$ cat src/hw/rtl/cbfd_pkg.sv
// Shared constants, types and helpers for the cubic Bezier forward differencer.
`default_nettype none

package cbfd_pkg;

  // Point count limits and fixed field widths
  localparam int MAX_POINTS = 64;
  localparam int CNT_W      = 7;
  localparam int IDX_W      = 6;
  localparam int COORD_W    = 16;
  localparam int FRAC_BITS  = 40;
  localparam int ACC_W      = 64;
  localparam logic [CNT_W-1:0] PC_RESET = CNT_W'(16);

  // Derived datapath widths
  localparam int NW        = $clog2(MAX_POINTS);    // n = count - 1
  localparam int DEN_W     = 3 * NW;                // n^3
  localparam int COEF_W    = COORD_W + 4;           // a, b, c
  localparam int BN_W      = COEF_W + NW + 1;       // b * n
  localparam int CN_W      = COEF_W + 2 * NW + 1;   // c * n^2
  localparam int MAG_W     = COORD_W + 2 * NW + 4;  // |numerator|
  localparam int NUM_W     = MAG_W + 1;             // signed numerator
  localparam int DIV_STEPS = MAG_W + FRAC_BITS;     // one quotient bit per step
  localparam int DIV_CNT_W = $clog2(DIV_STEPS);
  localparam int INT_W     = ACC_W - FRAC_BITS + 1; // integer part plus round carry

  localparam logic [INT_W-1:0] COORD_MAXPOS = INT_W'((1 << (COORD_W - 1)) - 1);
  localparam logic [INT_W-1:0] COORD_NEGMAG = INT_W'(1 << (COORD_W - 1));

  typedef enum logic [2:0] {
    S_IDLE,
    S_COEF,
    S_MULT,
    S_SUM,
    S_DIV,
    S_FIN,
    S_EMIT
  } ctrl_state_e;

  // Controller to datapath commands
  typedef struct packed {
    logic          load;
    logic          coef;
    logic          mult;
    logic          sum;
    logic          div_step;
    logic          fin;
    logic          emit;
    logic          last;
    logic [NW-1:0] n;
    logic [NW-1:0] index;
  } dp_cmd_t;

  // Accumulator to coordinate: round half away from zero, saturate.
  function automatic logic [COORD_W-1:0] acc_to_coord(input logic [ACC_W-1:0] acc);
    logic             neg;
    logic [ACC_W-1:0] mag;
    logic [INT_W-1:0] q;
    logic [INT_W-1:0] q_neg;
    logic [COORD_W-1:0] res;
    neg   = acc[ACC_W-1];
    mag   = neg ? (ACC_W'(0) - acc) : acc;
    q     = {1'b0, mag[ACC_W-1:FRAC_BITS]} + INT_W'(mag[FRAC_BITS-1]);
    q_neg = INT_W'(0) - q;
    if (neg) begin
      res = (q > COORD_NEGMAG) ? COORD_NEGMAG[COORD_W-1:0] : q_neg[COORD_W-1:0];
    end else begin
      res = (q > COORD_MAXPOS) ? COORD_MAXPOS[COORD_W-1:0] : q[COORD_W-1:0];
    end
    return res;
  endfunction

endpackage

`default_nettype wire

$ cat src/hw/rtl/cbfd_ctrl.sv
// Sequencer: set-up phases, divider step count and point emission.
`default_nettype none

module cbfd_ctrl import cbfd_pkg::*; (
  input  logic             clk_i,
  input  logic             rst_ni,
  input  logic             accept_i,
  input  logic [CNT_W-1:0] count_i,
  output logic             busy_o,
  output dp_cmd_t          cmd_o
);

  ctrl_state_e          state_q, state_d;
  logic [NW-1:0]        last_idx_q, last_idx_d;
  logic [NW-1:0]        pt_q, pt_d;
  logic [DIV_CNT_W-1:0] div_cnt_q, div_cnt_d;
  logic [CNT_W-1:0]     cnt_sat;
  logic [CNT_W-1:0]     cnt_m1;

  always_ff @(posedge clk_i or negedge rst_ni) begin
    if (!rst_ni) begin
      state_q    <= S_IDLE;
      last_idx_q <= '0;
      pt_q       <= '0;
      div_cnt_q  <= '0;
    end else begin
      state_q    <= state_d;
      last_idx_q <= last_idx_d;
      pt_q       <= pt_d;
      div_cnt_q  <= div_cnt_d;
    end
  end

  always_comb begin
    cnt_sat    = (count_i > CNT_W'(MAX_POINTS)) ? CNT_W'(MAX_POINTS) : count_i;
    cnt_m1     = cnt_sat - CNT_W'(1);
    state_d    = state_q;
    last_idx_d = last_idx_q;
    pt_d       = pt_q;
    div_cnt_d  = div_cnt_q;
    cmd_o       = '0;
    cmd_o.n     = cnt_m1[NW-1:0];
    cmd_o.index = pt_q;
    cmd_o.last  = (pt_q == last_idx_q);
    case (state_q)
      S_IDLE: begin
        // a zero count takes the word and does nothing
        if (accept_i && (count_i != '0)) begin
          cmd_o.load = 1'b1;
          last_idx_d = cnt_m1[NW-1:0];
          state_d    = S_COEF;
        end
      end
      S_COEF: begin
        cmd_o.coef = 1'b1;
        pt_d       = '0;
        state_d    = (last_idx_q == '0) ? S_EMIT : S_MULT;
      end
      S_MULT: begin
        cmd_o.mult = 1'b1;
        state_d    = S_SUM;
      end
      S_SUM: begin
        cmd_o.sum = 1'b1;
        div_cnt_d = '0;
        state_d   = S_DIV;
      end
      S_DIV: begin
        cmd_o.div_step = 1'b1;
        div_cnt_d      = div_cnt_q + DIV_CNT_W'(1);
        if (div_cnt_q == DIV_CNT_W'(DIV_STEPS - 1)) begin
          state_d = S_FIN;
        end
      end
      S_FIN: begin
        cmd_o.fin = 1'b1;
        state_d   = S_EMIT;
      end
      S_EMIT: begin
        cmd_o.emit = 1'b1;
        if (pt_q == last_idx_q) begin
          state_d = S_IDLE;
        end else begin
          pt_d = pt_q + NW'(1);
        end
      end
      default: begin
        state_d = S_IDLE;
      end
    endcase
  end

  assign busy_o = (state_q != S_IDLE);

endmodule

`default_nettype wire

$ cat config.mk
export PLATFORM = sky130hd
export DESIGN_NAME = cbfd_ctrl
export DESIGN_NICKNAME = d
export VERILOG_FILES = /design/src/hw/rtl/cbfd_pkg.sv /design/src/hw/rtl/cbfd_ctrl.sv
export SDC_FILE = /design/constraint.sdc
export NUM_CORES = 1
export LEC_CHECK = 0
export BUFFER_PORTS_ARGS = -buffer_cell sky130_fd_sc_hd__buf_2
export CORE_MARGIN = 3
export CORE_UTILIZATION = 30
export DETAILED_ROUTE_END_ITERATION = 7
export RECOVER_POWER = 100
export SLEW_MARGIN = 20
export SYNTH_ARGS = -nofsm -noshare
export SYNTH_HDL_FRONTEND = slang
export SYNTH_SLANG_ARGS = --single-unit
$ cat constraint.sdc
create_clock -name clk_i -period 5.4 [get_ports clk_i]
set_input_delay 1.35 -clock clk_i [delete_from_list [all_inputs] [get_ports clk_i]]
set_output_delay 1.35 -clock clk_i [all_outputs]
set_load 0.02 [all_outputs]
* After elaboration in Yosys (flattened, before gate mapping) *
Index checks and enable logic that the tools add are counted.

word-level totals
  word-level logic and storage cells = 47
  register bits after elaboration = 22
  output and inout bits = 21

operators by class
  add/sub/neg operators = 3
  equal/unequal tests = 12
  order comparisons = 1
  muxes and demuxes = 17
  reduce and logical (&&, ||, !) cells = 10

operators by type and width
  cell                 number
  $pmux 3 s7           1
  $pmux 7 s2           1
  $mux 3               4
  $mux 6               2
  $pmux 6 s2           1
  $eq 3x3->1 const B   3
  $mux 1               8
  $ne 2x2->1 const B   4
  $add 7x1->7 const B  1
  $eq 7x7->1 const B   1
  $gt 7x7->1 const B   1
  $reduce_bool 7->1    1
  $add 6x1->6 const B  1
  $eq 3x2->1 const B   2
  $eq 6x6->1           1
  $logic_not 6->1      1
  $sub 6x1->6 const B  1
  $reduce_and 2->1     2
  $reduce_bool 2->1    2
  $eq 3x1->1 const B   1
  $logic_not 3->1      1
  $reduce_and 3->1     1
  $reduce_bool 3->1    1
  $logic_and 1x1->1    1

* Logic depth before layout (Yosys ltp) *
Gate-level depths: netlist of the first run.

  word-level depth = 4
  mapped depth = 6
  depth with buffers taken out = 6

* Least setup slack after synthesis of the first run *
No wires, ideal clock.

  kind = input to output
  start = input port count_i[6]
  end = output port cmd_o[10] in the netlist's numbering
  path buffers = 0
  arrival time = 2.590 ns
  slack = 1.460 ns
  cell stages on the path = 5
  path through = inv_1 > nand2_1 > ha_1 > nor3b_1 > o21ai_0

RTL lines
  element             line             RTL
  start: declaration  cbfd_ctrl.sv:8   input logic [CNT_W-1:0] count_i,
  end: declaration    cbfd_ctrl.sv:10  output dp_cmd_t cmd_o

==> impl_metrics.tcl, run 1 <==
set metrics [dict create \
    cap_viol_max_count 0 \
    max-slew-margin-rel_pct 21.0 \
    synth_area_leaders "dfrtp_1 (41%), nand2_1 (5.1%), o21ai_0 (4.5%)" \
    path_cells "clkbuf_1 > or4_1 > o41ai_1 > inv_4 > clkbuf_1" \
    grt_pass1_vias 1015 \
    hp-class "register to register" \
    min_from "div_cnt_q[6]$_DFFE_PN0P_" \
    worst_pin_slew_ps 1170 \
    place_congestion 0.820 \
    io_buffers 30 \
    cp-end-kind "output pin" \
    drc 0 \
    syn_avg_cell_area_um2 9.38 \
    cts_made_buffers 3 \
    dp_hpwl_um 2170 \
    nNetsFinal 186 \
    placed_cells 218 \
    r2r_end "pt_q[0]$_DFFE_PN0P_" \
    slowest_stage "o41ai_1" \
    clock_latency_ps 260 \
    drtAntennaViolNets 0 \
    path_common_cell "clkbuf_1" \
    holdPathStages 1 \
    slew_viol_final 0 \
    cts_root_buf "clkbuf_8" \
    finalCritPeriodShare_pct 84.3 \
    num_antenna_cells 0 \
    worst-path-max-fanout 5 \
    r2r_slack_ps 3150 \
    critPathCapture "cmd_o[19]" \
    mappedNetlistArea_um2 1330 \
    ir_drop_mv 0.289 \
    placementRows 23 \
    io_pins 31 \
    antenna_found_initial 0 \
    routed_wirelength_um 2930 \
    cts_num_sinks 22 \
    h-tree-depth 1 \
    synth_top_area_share_pct 41.4 \
    synth_seq_area_share_pct 41.4 \
    synth_cells 142 \
    vias 1118 \
    postCtsResizedCells 0 \
    crit_path_start_kind "primary input" \
    final_area_um2 1530 \
    die_h_um 72.6 \
    grt.total_usage_pct 11.0 \
    cp_top_family "compound AO/OA/AOI/OAI gates" \
    chipWidth_um 72.6 \
    setup.worst_path.start "count_i[3]" \
    syn-num-nets 155 \
    final_cells 222 \
    core_um2 4140 \
    status "complete, no violations" \
    ff2ff_path_depth 4 \
    cp.depth 5 \
    p_per_area_nw_per_um2 503 \
    wl_per_cell_um 13.2 \
    synth-xor-area-share_pct 4.61 \
    leakage_nw 0.689 \
    synth.distinct_cells 40 \
    synth_simple_gate_area_share_pct 23.2 \
    required_ps 4050 \
    synth_adder_area_share_pct 2.82 \
    fmax_mhz 220 \
    post_cts_buffers 0 \
    cts_tree "done" \
    ys_warn_count 0 \
    post-route-min-period_ps 4550 \
    synth_top_family_by_area "simple AND/OR/NAND/NOR gates" \
    critPathArrivalTime_ps 3200 \
    synth_compound_area_share_pct 15.3 \
    start_util_pct 32.1 \
    vias_per_cell 5.04 \
    drive_gt1_share_pct 9.88 \
    initialDrtViolationCount 56 \
    grt_max_degree 23 \
    die-area_um2 5270 \
    cpPeakStageDelay_ps 850 \
    grt.overflow.total 0 \
    ys_ff_latch 22 \
    layout_common_cells "dfrtp_1 (22), clkbuf_1 (22), nand2_1 (18)" \
    cp_num_buf_inv 3 \
    final_util_pct 37.0 \
    rsz0062_at_grt "false" \
    area_growth_pct 15.1 \
    firstDrtPassIters 4 \
    cts-hold-fix-buffers 0 \
    skew_ps 6.50 \
    clk_pin_slew_ps 90 \
    setup_viol 0 \
    synth.area.mux_share_pct 8.83 \
    grt_pass1_wl_um 4720 \
    place_area_um2 1530 \
    synth_top_cell_by_area "dfrtp_1" \
    tns_ps 0 \
    critPathKind "primary input to output pin" \
    hold_viol 0 \
    r2r_start "pt_q[2]$_DFFE_PN0P_" \
    cts_buffer_depth 2 \
]
## where the power goes
group,internal [mW],switching [mW],total (mW)
Sequential,0.222,0.0874,0.309
Clock,0.0990,0.0562,0.155
Combinational,0.120,0.187,0.307
## per-stage QoR
step	power (mW)	hold WS [ps]	setup slack, ps
2_1_floorplan	0.551	449	1460
3_3_place_gp	0.646	473	1310
3_5_place_dp	0.649	486	1310
4_1_cts	0.808	496	1300
5_1_grt	0.833	546	691
6_report	0.771	497	846
## per-layer routing
layer	GRT usage [%]	part of all wire, %	vias to the layer above
met5	0	0	-
met4	1.43	0.27	0
met3	3.72	5.8	2
met2	16.4	43	23
met1	15.8	51	524
li1	-	-	569
## registers in the layout (all words and copies together) (netlist names)
signal and count:
last_idx_q 6, state_q 3, pt_q 6, div_cnt_q 7
## cell usage after synthesis
master / number
nor4_1: 1
dfrtp_1: 22
clkinv_1: 1
clkbuf_1: 4
or3_1: 1
o31ai_1: 1
or3b_2: 1
nand3b_1: 2
and2_1: 2
a21oi_1: 5
inv_1: 7
mux2_4: 3
nor4_2: 1
nand2b_1: 2
nor3_1: 1
xnor2_1: 1
a22o_1: 1
inv_4: 1
o41ai_1: 1
o211ai_1: 1
o41ai_4: 1
o21ai_0: 12
nor3b_1: 2
nor2_1: 7
ha_1: 3
xor2_1: 6
nand2_1: 18
a221oi_1: 1
nand3_1: 7
mux2_2: 2
and3_1: 2
a21o_1: 3
a31oi_1: 2
nor4b_1: 2
nand4_1: 4
a211oi_1: 2
mux2i_1: 5
or3_2: 1
nor2b_1: 2
or4_4: 1
## logic make-up after synthesis
group / after synthesis
adder cells (fa/ha/maj): 3
buffers and inverters: 13
multiplexers: 10
AND/OR/NAND/NOR: 57
flip-flops: 22
XOR/XNOR: 7
AO/OA/AOI/OAI: 30
## cell type report
type | instances | area [um2]
Tap cell | 50 | 62.6
Fill cell | 451 | 2610
Inverter | 9 | 36.3
Clock buffer | 3 | 41.3
Clock inverter | 1 | 30.0
Sequential cell | 22 | 551
Multi-Input combinational cell | 107 | 689
Timing Repair Buffer | 30 | 123
## worst min path at each step
stage                                          end
after floorplan           div_cnt_q[6]$_DFFE_PN0P_
after global placement    div_cnt_q[6]$_DFFE_PN0P_
after detailed placement  div_cnt_q[6]$_DFFE_PN0P_
after CTS                 div_cnt_q[6]$_DFFE_PN0P_
after global routing      div_cnt_q[6]$_DFFE_PN0P_
final                     div_cnt_q[6]$_DFFE_PN0P_
Note: power is estimated with default switching activity, not from simulation.
==> inputs of run 2 (changes only) <==
==> constraint.sdc (replaced) <==
create_clock -name clk_i -period 4.16 [get_ports clk_i]
set_input_delay 1.04 -clock clk_i [delete_from_list [all_inputs] [get_ports clk_i]]
set_output_delay 1.04 -clock clk_i [all_outputs]
set_load 0.02 [all_outputs]
==> run 2 against run 1 <==
  * Worst hold slack hardly changed
  * Utilization is 0.54 points higher
  * Register-to-register slack worse by 1200 ps
  * Largest power group unchanged
  * Highest routed layer unchanged
  * Sequential power is 31% higher
  * Clock power is 28% higher
  * Die area stayed put
  * Sequential share of layout area is 0.52 points lower
  * Count of clock-buffer cells in the layout stayed put
  * Via count is 0.98% lower
==> impl_metrics.tcl, run 2 (synthesis results as in run 1) <==
set metrics [dict create \
    die-area_um2 5270 \
    num_antenna_cells 0 \
    critPathArrivalTime_ps 2570 \
    area_growth_pct 16.8 \
    drc 0 \
    final_cells 222 \
    firstDrtPassIters 4 \
    initialDrtViolationCount 52 \
    largest_reg_flops 7 \
    cts_root_buf "clkbuf_8" \
    regMostFlops "div_cnt_q" \
    required_ps 3120 \
    cts_made_buffers 3 \
    placed_cells 218 \
    hold_viol 0 \
    drtAntennaViolNets 0 \
    place_congestion 0.819 \
    core_um2 4140 \
    vias_per_cell 4.99 \
    grt_max_degree 23 \
    grt_pass1_wl_um 4840 \
    cp-end-kind "output pin" \
    ir_drop_mv 0.321 \
    io_buffers 30 \
    crit_path_start_kind "primary input" \
    antenna_found_initial 0 \
    reg_top3 "div_cnt_q x7, last_idx_q x6, pt_q x6" \
    ff2ff_path_depth 4 \
    h-tree-depth 1 \
    routed_wirelength_um 2900 \
    status "complete, no violations" \
    postCtsResizedCells 0 \
    post-route-min-period_ps 3610 \
    fmax_mhz 277 \
    skew_ps 5.99 \
    worst_pin_slew_ps 1210 \
    cts_buffer_depth 2 \
    grt_pass1_vias 1033 \
    r2r_end "pt_q[0]$_DFFE_PN0P_" \
    start_util_pct 32.1 \
    chipWidth_um 72.6 \
    tns_ps 0 \
    cts-hold-fix-buffers 0 \
    finalCritPeriodShare_pct 86.9 \
    drive_gt1_share_pct 11.0 \
    grt.overflow.total 0 \
    worst-path-max-fanout 5 \
    critPathKind "primary input to output pin" \
    grt.total_usage_pct 11.4 \
    critPathCapture "cmd_o[11]" \
    setup_viol 0 \
    max-slew-margin-rel_pct 19.6 \
    leakage_nw 0.695 \
    n_fill_cell 425 \
    p_per_area_nw_per_um2 647 \
    slew_viol_final 0 \
    cts_tree "done" \
    rsz0062_at_grt "false" \
    io_pins 31 \
    cap_viol_max_count 0 \
    wl_per_cell_um 13.1 \
    clk_pin_slew_ps 80 \
    nNetsFinal 186 \
    cts_num_sinks 22 \
    r2r_slack_ps 2000 \
    hp-class "register to register" \
    clock_latency_ps 260 \
    post_cts_buffers 0 \
    vias 1107 \
    setup.worst_path.start "count_i[3]" \
    layout_common_cells "dfrtp_1 (22), clkbuf_1 (22), nand2_1 (18)" \
    r2r_start "pt_q[2]$_DFFE_PN0P_" \
    die_h_um 72.6 \
    dp_hpwl_um 2170 \
    placementRows 23 \
]
run 2: cell counts in the layout (fill, tap and decap cells not counted):
No cell type changed its count.
run 2: worst min path at each step:
stage,from,end,slack [ps],cells after the start
after floorplan,div_cnt_q[6]$_DFFE_PN0P_,div_cnt_q[6]$_DFFE_PN0P_,450,1
after global placement,div_cnt_q[6]$_DFFE_PN0P_,div_cnt_q[6]$_DFFE_PN0P_,470,1
after detailed placement,div_cnt_q[6]$_DFFE_PN0P_,div_cnt_q[6]$_DFFE_PN0P_,490,1
after CTS,div_cnt_q[6]$_DFFE_PN0P_,div_cnt_q[6]$_DFFE_PN0P_,500,1
after global routing,div_cnt_q[6]$_DFFE_PN0P_,div_cnt_q[6]$_DFFE_PN0P_,550,1
final,div_cnt_q[6]$_DFFE_PN0P_,div_cnt_q[6]$_DFFE_PN0P_,500,1
run 2: metal layers:
metal	GRT usage [%]	up-vias	part of all wire, %
li1	-	566	-
met4	1.84	0	0.28
met5	0	-	0
met1	16.0	514	49
met2	17.3	25	44
met3	3.86	2	6.5
run 2: per-stage QoR:
step / setup slack, ps / cell area [um2] / hold slack [ps] / power [mW] / util (%)
after global routing: 480 / 1560 / 546 / 1.09 / 37.5
after floorplan: 840 / 1330 / 449 / 0.715 / -
after CTS: 684 / 1600 / 495 / 1.05 / 38.6
after global placement: 692 / 1530 / 474 / 0.838 / 36.9
after detailed placement: 684 / 1530 / 486 / 0.843 / 36.9
final: 547 / 1560 / 497 / 1.01 / 37.5
run 2: area by class of cell:
type,instances,area [um2],area share (%)
Multi-Input combinational cell,107,712,45.8
Clock buffer,3,41.3,2.65
Sequential cell,22,551,35.4
Timing Repair Buffer,30,123,7.88
Clock inverter,1,30.0,1.93
Inverter,9,36.3,2.33
Tap cell,50,62.6,4.02
run 2: critical path, cell delays in order:
cell and delay, ps:
clkbuf_1 100, or4_1 640, or3_2 440, nand3_1 110
clkbuf_1 240
run 2: power breakdown:
part	internal, mW	total (mW)	switching [mW]
sequential	0.288	0.404	0.116
combinational	0.163	0.404	0.242
clock	0.129	0.198	0.0692
==> inputs of run 3 (changes only) <==
==> constraint.sdc (replaced) <==
create_clock -name clk_i -period 4.4 [get_ports clk_i]
set_input_delay 1.1 -clock clk_i [delete_from_list [all_inputs] [get_ports clk_i]]
set_output_delay 1.1 -clock clk_i [all_outputs]
set_load 0.01 [all_outputs]
==> run 3 against run 2 <==
  * Via count up 1.4%
  * Utilization about the same
  * Clock skew down 1.7 ps
  * Register-to-register slack better by 200 ps
  * Highest routed layer unchanged
  * Sequential share of layout area about the same
  * Largest power group unchanged
==> impl_metrics.tcl, run 3 (synthesis results as in run 1) <==
set metrics [dict create \
    status "complete, no violations" \
    die-area_um2 5270 \
    drc 0 \
    clk_pin_slew_ps 80 \
    grt_pass1_wl_um 4800 \
    ff2ff_path_depth 4 \
    largest_reg_flops 7 \
    num_antenna_cells 0 \
    r2r_slack_ps 2200 \
    final_area_um2 1560 \
    finalCritPeriodShare_pct 83.3 \
    cts_made_buffers 3 \
    cts_tree "done" \
    slowest_stage "or4_1" \
    hold_viol 0 \
    layout_common_cells "dfrtp_1 (22), clkbuf_1 (21), nand2_1 (18)" \
    vias 1123 \
    regMostFlops "div_cnt_q" \
    cpPeakStageDelay_ps 650 \
    holdPathStages 1 \
    critPathKind "primary input to output pin" \
    vias_per_cell 5.06 \
    drtAntennaViolNets 0 \
    fmax_mhz 273 \
    postCtsResizedCells 0 \
    die_h_um 72.6 \
    clock_latency_ps 260 \
    cts-hold-fix-buffers 0 \
    grt.total_usage_pct 11.4 \
    initialDrtViolationCount 69 \
    hp-class "register to register" \
    chipWidth_um 72.6 \
    crit_path_start_kind "primary input" \
    fin_hold_ws_ps 495 \
    worst_pin_slew_ps 1200 \
    ir_drop_mv 0.332 \
    start_util_pct 32.1 \
    holdPathEnd "div_cnt_q[6]$_DFFE_PN0P_" \
    place_area_um2 1530 \
    path_common_cell "clkbuf_1" \
    placed_cells 218 \
    r2r_start "pt_q[2]$_DFFE_PN0P_" \
    final_common_cell "dfrtp_1" \
    cts_root_buf "clkbuf_8" \
    path_cells "clkbuf_1 > or4_1 > or3_2 > nand3_1 > clkbuf_1" \
    post_cts_buffers 0 \
    cts_num_sinks 22 \
    setup_viol 0 \
    h-tree-depth 1 \
    leakage_nw 0.697 \
    cap_viol_max_count 0 \
    io_buffers 30 \
    rsz0062_at_grt "false" \
    r2r_end "pt_q[1]$_DFFE_PN0P_" \
    cp-end-kind "output pin" \
    grt_pass1_vias 1043 \
    setup.worst_path.start "count_i[3]" \
    slew_viol_final 0 \
    worst-path-max-fanout 5 \
    reg_top3 "div_cnt_q x7, last_idx_q x6, pt_q x6" \
    firstDrtPassIters 4 \
    max-slew-margin-rel_pct 20.1 \
    wl_per_cell_um 12.7 \
    dp_hpwl_um 2150 \
    antenna_found_initial 0 \
    area_growth_pct 16.9 \
    drive_gt1_share_pct 11.6 \
    final_cells 222 \
    place_congestion 0.819 \
    grt_max_degree 23 \
    tns_ps 0 \
    post-route-min-period_ps 3670 \
    routed_wirelength_um 2820 \
    cts_buffer_depth 2 \
    io_pins 31 \
    critPathArrivalTime_ps 2570 \
    min_from "div_cnt_q[6]$_DFFE_PN0P_" \
    core_um2 4140 \
    placementRows 23 \
    grt.overflow.total 0 \
    nNetsFinal 186 \
    required_ps 3300 \
    skew_ps 4.26 \
    p_per_area_nw_per_um2 586 \
]
[run 3: area by class of cell]
class                      count  area [um2]
fill                         450        2590
multi-input combinational    107         712
sequential                    22         551
timing repair buffer          30         124
tap                           50        62.6
clock buffer                   3        41.3
inverter                       9        36.3
clock inverter                 1        30.0
[run 3: stage by stage]
step | util [%] | power [mW] | setup slack, ps
5_1_grt | 37.6 | 0.998 | 670
6_report | 37.6 | 0.913 | 735
2_1_floorplan | - | 0.642 | 1080
3_5_place_dp | 36.9 | 0.760 | 835
4_1_cts | 38.6 | 0.950 | 835
3_3_place_gp | 36.9 | 0.758 | 845
[run 3: metal layers]
metal / track usage, % / vias to the layer above / share of wire (%) / routed length, um
li1: - / 571 / - / -
met1: 15.7 / 526 / 48 / 1360
met2: 17.5 / 24 / 45 / 1270
met3: 3.58 / 2 / 6.1 / 173
met4: 2.46 / 0 / 0.57 / 16
met5: 0 / - / 0 / 0
[run 3: critical path: cells and delay by family]
kind	cells	cell delay, ps
buffers and inverters	2	260
AND/OR/NAND/NOR	3	1210
[run 3: where the power goes]
group | leakage [nW] | internal, mW | switching [mW] | total (mW)
logic | 0.384 | 0.154 | 0.195 | 0.349
clock network | 0.0357 | 0.121 | 0.0648 | 0.186
registers | 0.278 | 0.272 | 0.105 | 0.377
[run 3: worst max-delay path by stage]
stage | endpoint | cells past startpoint
6_report | cmd_o[11] | 5
5_1_grt | cmd_o[11] | 5
4_1_cts | cmd_o[11] | 5
3_5_place_dp | cmd_o[11] | 5
3_3_place_gp | cmd_o[11] | 5
2_1_floorplan | cmd_o[11] | 3
